===== src/sv/nls_pkg.sv =====
`timescale 1ns / 1ps
// ----------------------------------------------------------------------------
// nls_pkg
// Types, constants and codes shared by the note list sequencer modules.
// ----------------------------------------------------------------------------
package nls_pkg;

  localparam int NOTE_DEPTH_DEF = 256;
  localparam int FREQ_DEPTH     = 128;
  localparam int FREQ_IDX_W     = $clog2(FREQ_DEPTH);
  localparam int NOTE_WORD_W    = 40;
  localparam int CFG_IDX_W      = 1;
  localparam int CFG_DATA_W     = 8;

  localparam logic [31:0] END_MARK        = 32'hFFFF_FFFF;
  localparam logic [7:0]  HELD_MAX        = 8'hFF;
  localparam logic [7:0]  VOL_RESET       = 8'h77;
  localparam logic [7:0]  MAX_TICKS_RESET = 8'd150;

  localparam logic [CFG_IDX_W-1:0] REG_CHANNEL_VOLUME = 1'b0;
  localparam logic [CFG_IDX_W-1:0] REG_MAX_NOTE_TICKS = 1'b1;

  typedef enum logic [1:0] {
    MODE_NOTE  = 2'd0,
    MODE_FREQ  = 2'd1,
    MODE_START = 2'd2,
    MODE_TICK  = 2'd3
  } mode_t;

  typedef enum logic [3:0] {
    ST_IDLE,
    ST_CHK_ON,
    ST_CHORD_RD,
    ST_CHORD,
    ST_KEY_ON,
    ST_HELD,
    ST_WALK_RD,
    ST_WALK,
    ST_FINISH
  } state_t;

  typedef enum logic {
    RD_CUR,
    RD_NEXT
  } rd_sel_t;

  typedef struct packed {
    logic    accept;
    logic    note_we;
    logic    freq_we;
    logic    start;
    rd_sel_t rd_sel;
    logic    chord_start;
    logic    chord_adv;
    logic    key_on;
    logic    held_upd;
    logic    walk_adv;
    logic    walk_end;
    logic    out_load;
  } ctl_cmd_t;

  typedef struct packed {
    logic due;
    logic chord_max;
    logic walk_go;
    logic active;
  } dp_stat_t;

endpackage


===== src/sv/nls_ctrl.sv =====
`timescale 1ns / 1ps
// ----------------------------------------------------------------------------
// nls_ctrl
// Controller: runs both handshakes and sequences each tick word during playback
// through the chord skip when a note is due, the length counter and catch-up walk.
// ----------------------------------------------------------------------------
module nls_ctrl
  import nls_pkg::*;
(
  input  logic       clk,
  input  logic       rst_n,
  input  logic       in_valid,
  output logic       in_stall,
  input  logic [1:0] in_mode,
  output logic       out_valid,
  input  logic       out_stall,
  input  dp_stat_t   stat,
  output ctl_cmd_t   cmd
);

  state_t state_r, state_nxt;
  logic   out_valid_r, out_valid_nxt;
  logic   in_acc;
  mode_t  mode;

  assign mode     = mode_t'(in_mode);
  assign in_stall = (state_r != ST_IDLE);
  assign in_acc   = in_valid && (state_r == ST_IDLE);
  assign out_valid = out_valid_r;

  always_ff @(posedge clk) begin
    if (!rst_n) begin
      state_r     <= ST_IDLE;
      out_valid_r <= 1'b0;
    end else begin
      state_r     <= state_nxt;
      out_valid_r <= out_valid_nxt;
    end
  end

  always_comb begin
    state_nxt = state_r;
    cmd       = '0;
    cmd.rd_sel = RD_CUR;
    out_valid_nxt = out_valid_r && out_stall;
    unique case (state_r)
      ST_IDLE: begin
        if (in_acc) begin
          cmd.accept = 1'b1;
          state_nxt  = ST_FINISH;
          unique case (mode)
            MODE_NOTE:  cmd.note_we = 1'b1;
            MODE_FREQ:  cmd.freq_we = 1'b1;
            MODE_START: cmd.start   = 1'b1;
            MODE_TICK: begin
              if (stat.active) begin
                state_nxt = ST_CHK_ON;
              end
            end
            default: state_nxt = ST_FINISH;
          endcase
        end
      end
      ST_CHK_ON: begin
        if (stat.due) begin
          cmd.chord_start = 1'b1;
          state_nxt       = ST_CHORD_RD;
        end else begin
          state_nxt = ST_HELD;
        end
      end
      ST_CHORD_RD: begin
        if (stat.chord_max) begin
          state_nxt = ST_KEY_ON;
        end else begin
          cmd.rd_sel = RD_NEXT;
          state_nxt  = ST_CHORD;
        end
      end
      ST_CHORD: begin
        if (stat.due) begin
          cmd.chord_adv = 1'b1;
          state_nxt     = ST_CHORD_RD;
        end else begin
          state_nxt = ST_KEY_ON;
        end
      end
      ST_KEY_ON: begin
        cmd.key_on = 1'b1;
        state_nxt  = ST_HELD;
      end
      ST_HELD: begin
        cmd.held_upd = 1'b1;
        state_nxt    = ST_WALK;
      end
      ST_WALK_RD: begin
        state_nxt = ST_WALK;
      end
      ST_WALK: begin
        if (stat.walk_go) begin
          cmd.walk_adv = 1'b1;
          state_nxt    = ST_WALK_RD;
        end else begin
          cmd.walk_end = 1'b1;
          state_nxt    = ST_FINISH;
        end
      end
      ST_FINISH: begin
        if (!(out_valid_r && out_stall)) begin
          cmd.out_load  = 1'b1;
          out_valid_nxt = 1'b1;
          state_nxt     = ST_IDLE;
        end
      end
      default: state_nxt = ST_IDLE;
    endcase
  end

  a_accept_leaves_idle: assert property (@(posedge clk) disable iff (!rst_n)
    in_acc |=> (state_r == ST_CHK_ON || state_r == ST_FINISH))
    else $error("accepted word did not start processing");

  a_finish_delivers: assert property (@(posedge clk) disable iff (!rst_n)
    (state_r == ST_FINISH && !(out_valid_r && out_stall))
      |=> (out_valid_r && state_r == ST_IDLE))
    else $error("finished result not presented");

  a_chord_read_order: assert property (@(posedge clk) disable iff (!rst_n)
    state_r == ST_CHORD_RD |=> (state_r == ST_CHORD || state_r == ST_KEY_ON))
    else $error("chord skip left its loop unexpectedly");

  a_walk_read_order: assert property (@(posedge clk) disable iff (!rst_n)
    (state_r == ST_HELD || state_r == ST_WALK_RD) |=> state_r == ST_WALK)
    else $error("catch-up walk check without a fresh read");

endmodule


===== config.mk =====
export PLATFORM = sky130hd
export DESIGN_NAME = nls_ctrl
export DESIGN_NICKNAME = d
export VERILOG_FILES = /design/src/sv/nls_pkg.sv /design/src/sv/nls_ctrl.sv
export SDC_FILE = /design/constraint.sdc
export NUM_CORES = 1
export LEC_CHECK = 0
export ABC_AREA = 1
export BUFFER_PORTS_ARGS = -buffer_cell sky130_fd_sc_hd__buf_2
export CAP_MARGIN = 25
export CELL_PAD_IN_SITES_DETAIL_PLACEMENT = 1
export CELL_PAD_IN_SITES_GLOBAL_PLACEMENT = 2
export CORE_ASPECT_RATIO = 0.7
export CORE_MARGIN = 10
export CORE_UTILIZATION = 20
export CTS_CLUSTER_SIZE = 20
export DETAILED_ROUTE_END_ITERATION = 8
export PLACE_DENSITY_LB_ADDON = 0.1
export SETUP_SLACK_MARGIN = 0.4
export SYNTH_ARGS = -nofsm -noshare
export SYNTH_HDL_FRONTEND = slang
export SYNTH_SLANG_ARGS = --single-unit

===== constraint.sdc =====
create_clock -name clk -period 1.9 [get_ports clk]
set_input_delay 0.38 -clock clk [delete_from_list [all_inputs] [get_ports clk]]
set_output_delay 0.38 -clock clk [all_outputs]
set_load 0.005 [all_outputs]

==> impl_metrics.toml <==
[final_layout]
final_nets = 129
register_area_um2 = 113
multi_input_comb_area_um2 = 313
post_route_cells_drive_above_1_share_pct = 53.4
postLayoutCoreUtil_pct = 38.1
syn2layout_area_growth_pct = 84.8
fill_cells = 284
antenna_cells_inserted = 0

[setup_path]
timing.critical_path.buf_inv = 2
reg2reg_depth = 8
critPathRequiredTime_ps = 1520
worst-path-max-fanout = 5
critical_path_arrival_ps = 1210
slowest_delay_ps = 370
cell_with_the_largest_stage_delay_on_the_worst_path = "dfxtp_4"
cp.depth = 3
worstSetupPathType = "flip-flop to output pin"
critPathLaunchType = "flip-flop"
crit_path_end_kind = "output pin"
crit_path_cells = "buf_4, nor4_2, buf_2"
path_delay_family = "flip-flops"

[synth]
synth_cell_types = 17
syn_inst = 75
synth.yosys.warnings = 0
synth_fa_ha_area_share_pct = 0
synthSimpleGateAreaFrac_pct = 54.4
synth.area.mux_share_pct = 0
synth_top_area_share_pct = 22.9
combinational_family_with_the_most_area_after_synthesis = "simple AND/OR/NAND/NOR gates"
post_synth_xor_xnor_area_pct = 0
synth_area_leader_cell = "dfxtp_1"
synth_compound_area_share_pct = 7.16
post_synthesis_register_bit_count = 5
syn_area_per_cell_um2 = 5.82
post_synth_instance_area_um2 = 437
synth_area_leaders = "dfxtp_1 (23%), inv_1 (14%), nand3_1 (13%)"
synth_fp_nets = 85
synth-seq-area-share_pct = 22.9

[cts]
holdBufCountCts = 0
cts_root_buffer = "clkbuf_4"
cts_tree = "done"
total_clock_sinks = 5
cts_made_buffers = 3
cts_htree_levels = 1
clk_pin_slew_ps = 50
worst_skew_pair.late_latency_ps = 250
clk_path_buf_depth = 2

[power_and_ir_drop]
peakVddDrop_v = 0.000216
power_per_cell_area_nw_per_um2 = 452
cellLeakagePower_nw = 0.467

[routing]
highest-signal-layer = "met3"
remaining_drc_errors = 0
drt-wirelength-per-cell_um = 11.9
finalWirelength_um = 1780
met3_wirelength_um = 151
final_antenna_net_count = 0
detail_route.wirelength.met1_um = 839
detailroute.wirelength.met2_um = 788
first_iter_violations = 4
vias = 603
firstDrtPassIters = 3
route.detailed.vias_per_inst = 4.02

[global_routing]
vias_in_the_first_global_route = 565
grt_pass1_wl_um = 2530
track_usage_pct = 7.41
initial_antenna_violation_count = 0
global_route.overflow_total = 0
grt_max_degree = 7

[hold_path]
worst_hold_path_cells = 3
hold_path.class = "input pin to flip-flop"

[timing]
clock_skew_ps = 7.09
post-route-min-period_ps = 1590
max_transition_viols_final = 0
layout_worst_path_cycle_share_pct = 83.5
final_tns_setup_ps = 0
timing.hold.ws_ps = 422
setup_violations = 0
finalHoldViolations = 0
slew_headroom_pct = 83.6
worst_slew_pin_slew_ps = 245
rsz_0062_raised_after_global_routing = "true"
max_clock_freq_mhz = 630

[placed_design]
place.port_buffers = 23
place_congestion = 0.792
detailedPlacementHpwl_um = 1290

[floorplanning]
io_pins = 24
fp.coreArea_um2 = 2120
initial_utilization_pct = 20.6
die_h_um = 59.1
die_x_extent_um = 75.9
die-area_um2 = 4480
core.rowCount = 14

[run_status]
outcome = "completed"

[flow_run]
max_cap_violations = 0
## power by group
| group | total, W | internal, W | switching [W] |
|---|---|---|---|
| clock network | 0.000129 | 0.0000797 | 0.0000489 |
| logic | 0.000120 | 0.0000590 | 0.0000610 |
| registers | 0.000117 | 0.000108 | 0.00000812 |
| total | 0.000365 | 0.000247 | 0.000118 |
## per-layer routing
layer / GRT usage (%) / vias to the layer above
met4: 2.37 / 0
met2: 11.6 / 18
met1: 8.70 / 267
met5: 0 / -
met3: 3.52 / 0
li1: - / 318
## layout by cell type, fill, tap and decap left out, types with 2 or more instances in the layout
cell,Yosys,routed
nand2_1,12,12
dfxtp_4,0,3
a21oi_1,3,3
clkbuf_4,0,3
nor3_2,0,2
inv_1,16,14
inv_2,2,3
buf_6,0,2
buf_2,0,22
nand3_1,11,7
nor2_1,12,12
buf_4,0,15
nand3_2,0,3
nor2_4,4,4
## cells in the mapped netlist
| library cell | instances |
|---|---|
| inv_2 | 2 |
| nand2_1 | 12 |
| a31oi_1 | 1 |
| a21oi_1 | 3 |
| nor3_1 | 2 |
| nor2_2 | 1 |
| nor2_4 | 4 |
| nand3_1 | 11 |
| inv_1 | 16 |
| nor2_1 | 12 |
| dfxtp_1 | 5 |
| nor4_1 | 1 |
| o21ai_0 | 1 |
| nand2_4 | 1 |
| nand3b_1 | 1 |
| o21ai_1 | 1 |
| nand4_1 | 1 |
## area by class of cell
type | instances | share of cell area (%)
well taps | 32 | 4.96
inverters | 18 | 8.68
repair buffers | 39 | 30.4
clock buffers | 4 | 3.26
multi-input cells | 52 | 38.8
flip-flops and latches | 5 | 14.0
## per-stage QoR
stage	power, W	instance area [um^2]	worst slack [ps]	std cells
finish	0.000365	807	313	150
global route	0.000392	807	205	150
CTS	0.000348	677	290	138
detailed placement	0.000204	592	383	130
global placement	0.000202	592	462	130
floorplan	0.000168	437	575	75
## final timing paths
kind                   start         end  slack (ps)
setup / recovery  state_r[3]      cmd[3]         310
hold / removal     out_stall   out_valid         420
setup reg to reg  state_r[0]  state_r[1]         680
hold reg to reg    out_valid   out_valid         510
## cell families (layout without fill, tap and decap cells)
logic type,after synthesis,in the layout
AOI/OAI and AO/OA,6,6
buffers and inverters,18,61
DFF,5,5
and+or+nand+nor,46,46
## state kept, by name, indices dropped and copies added, names as in the netlist
register,count
out_valid,1
state_r,4
## worst register-to-register path, stage by stage (launching register included)
cell and delay, ps:
dfxtp_2 340, nor2_4 170, buf_4 130, buf_4 100, nor2_1 40, nand2_1 80, nand3_1 70, nor2_1 120
nor2_1 50
## timing repair
action,in CTS,in global routing
cloned,0,0
resized for setup,10,10
setup buffers,4,12
setup endpoints to repair,12,12
pin swaps,2,6
No activity file was read; power rests on OpenSTA's default activity.
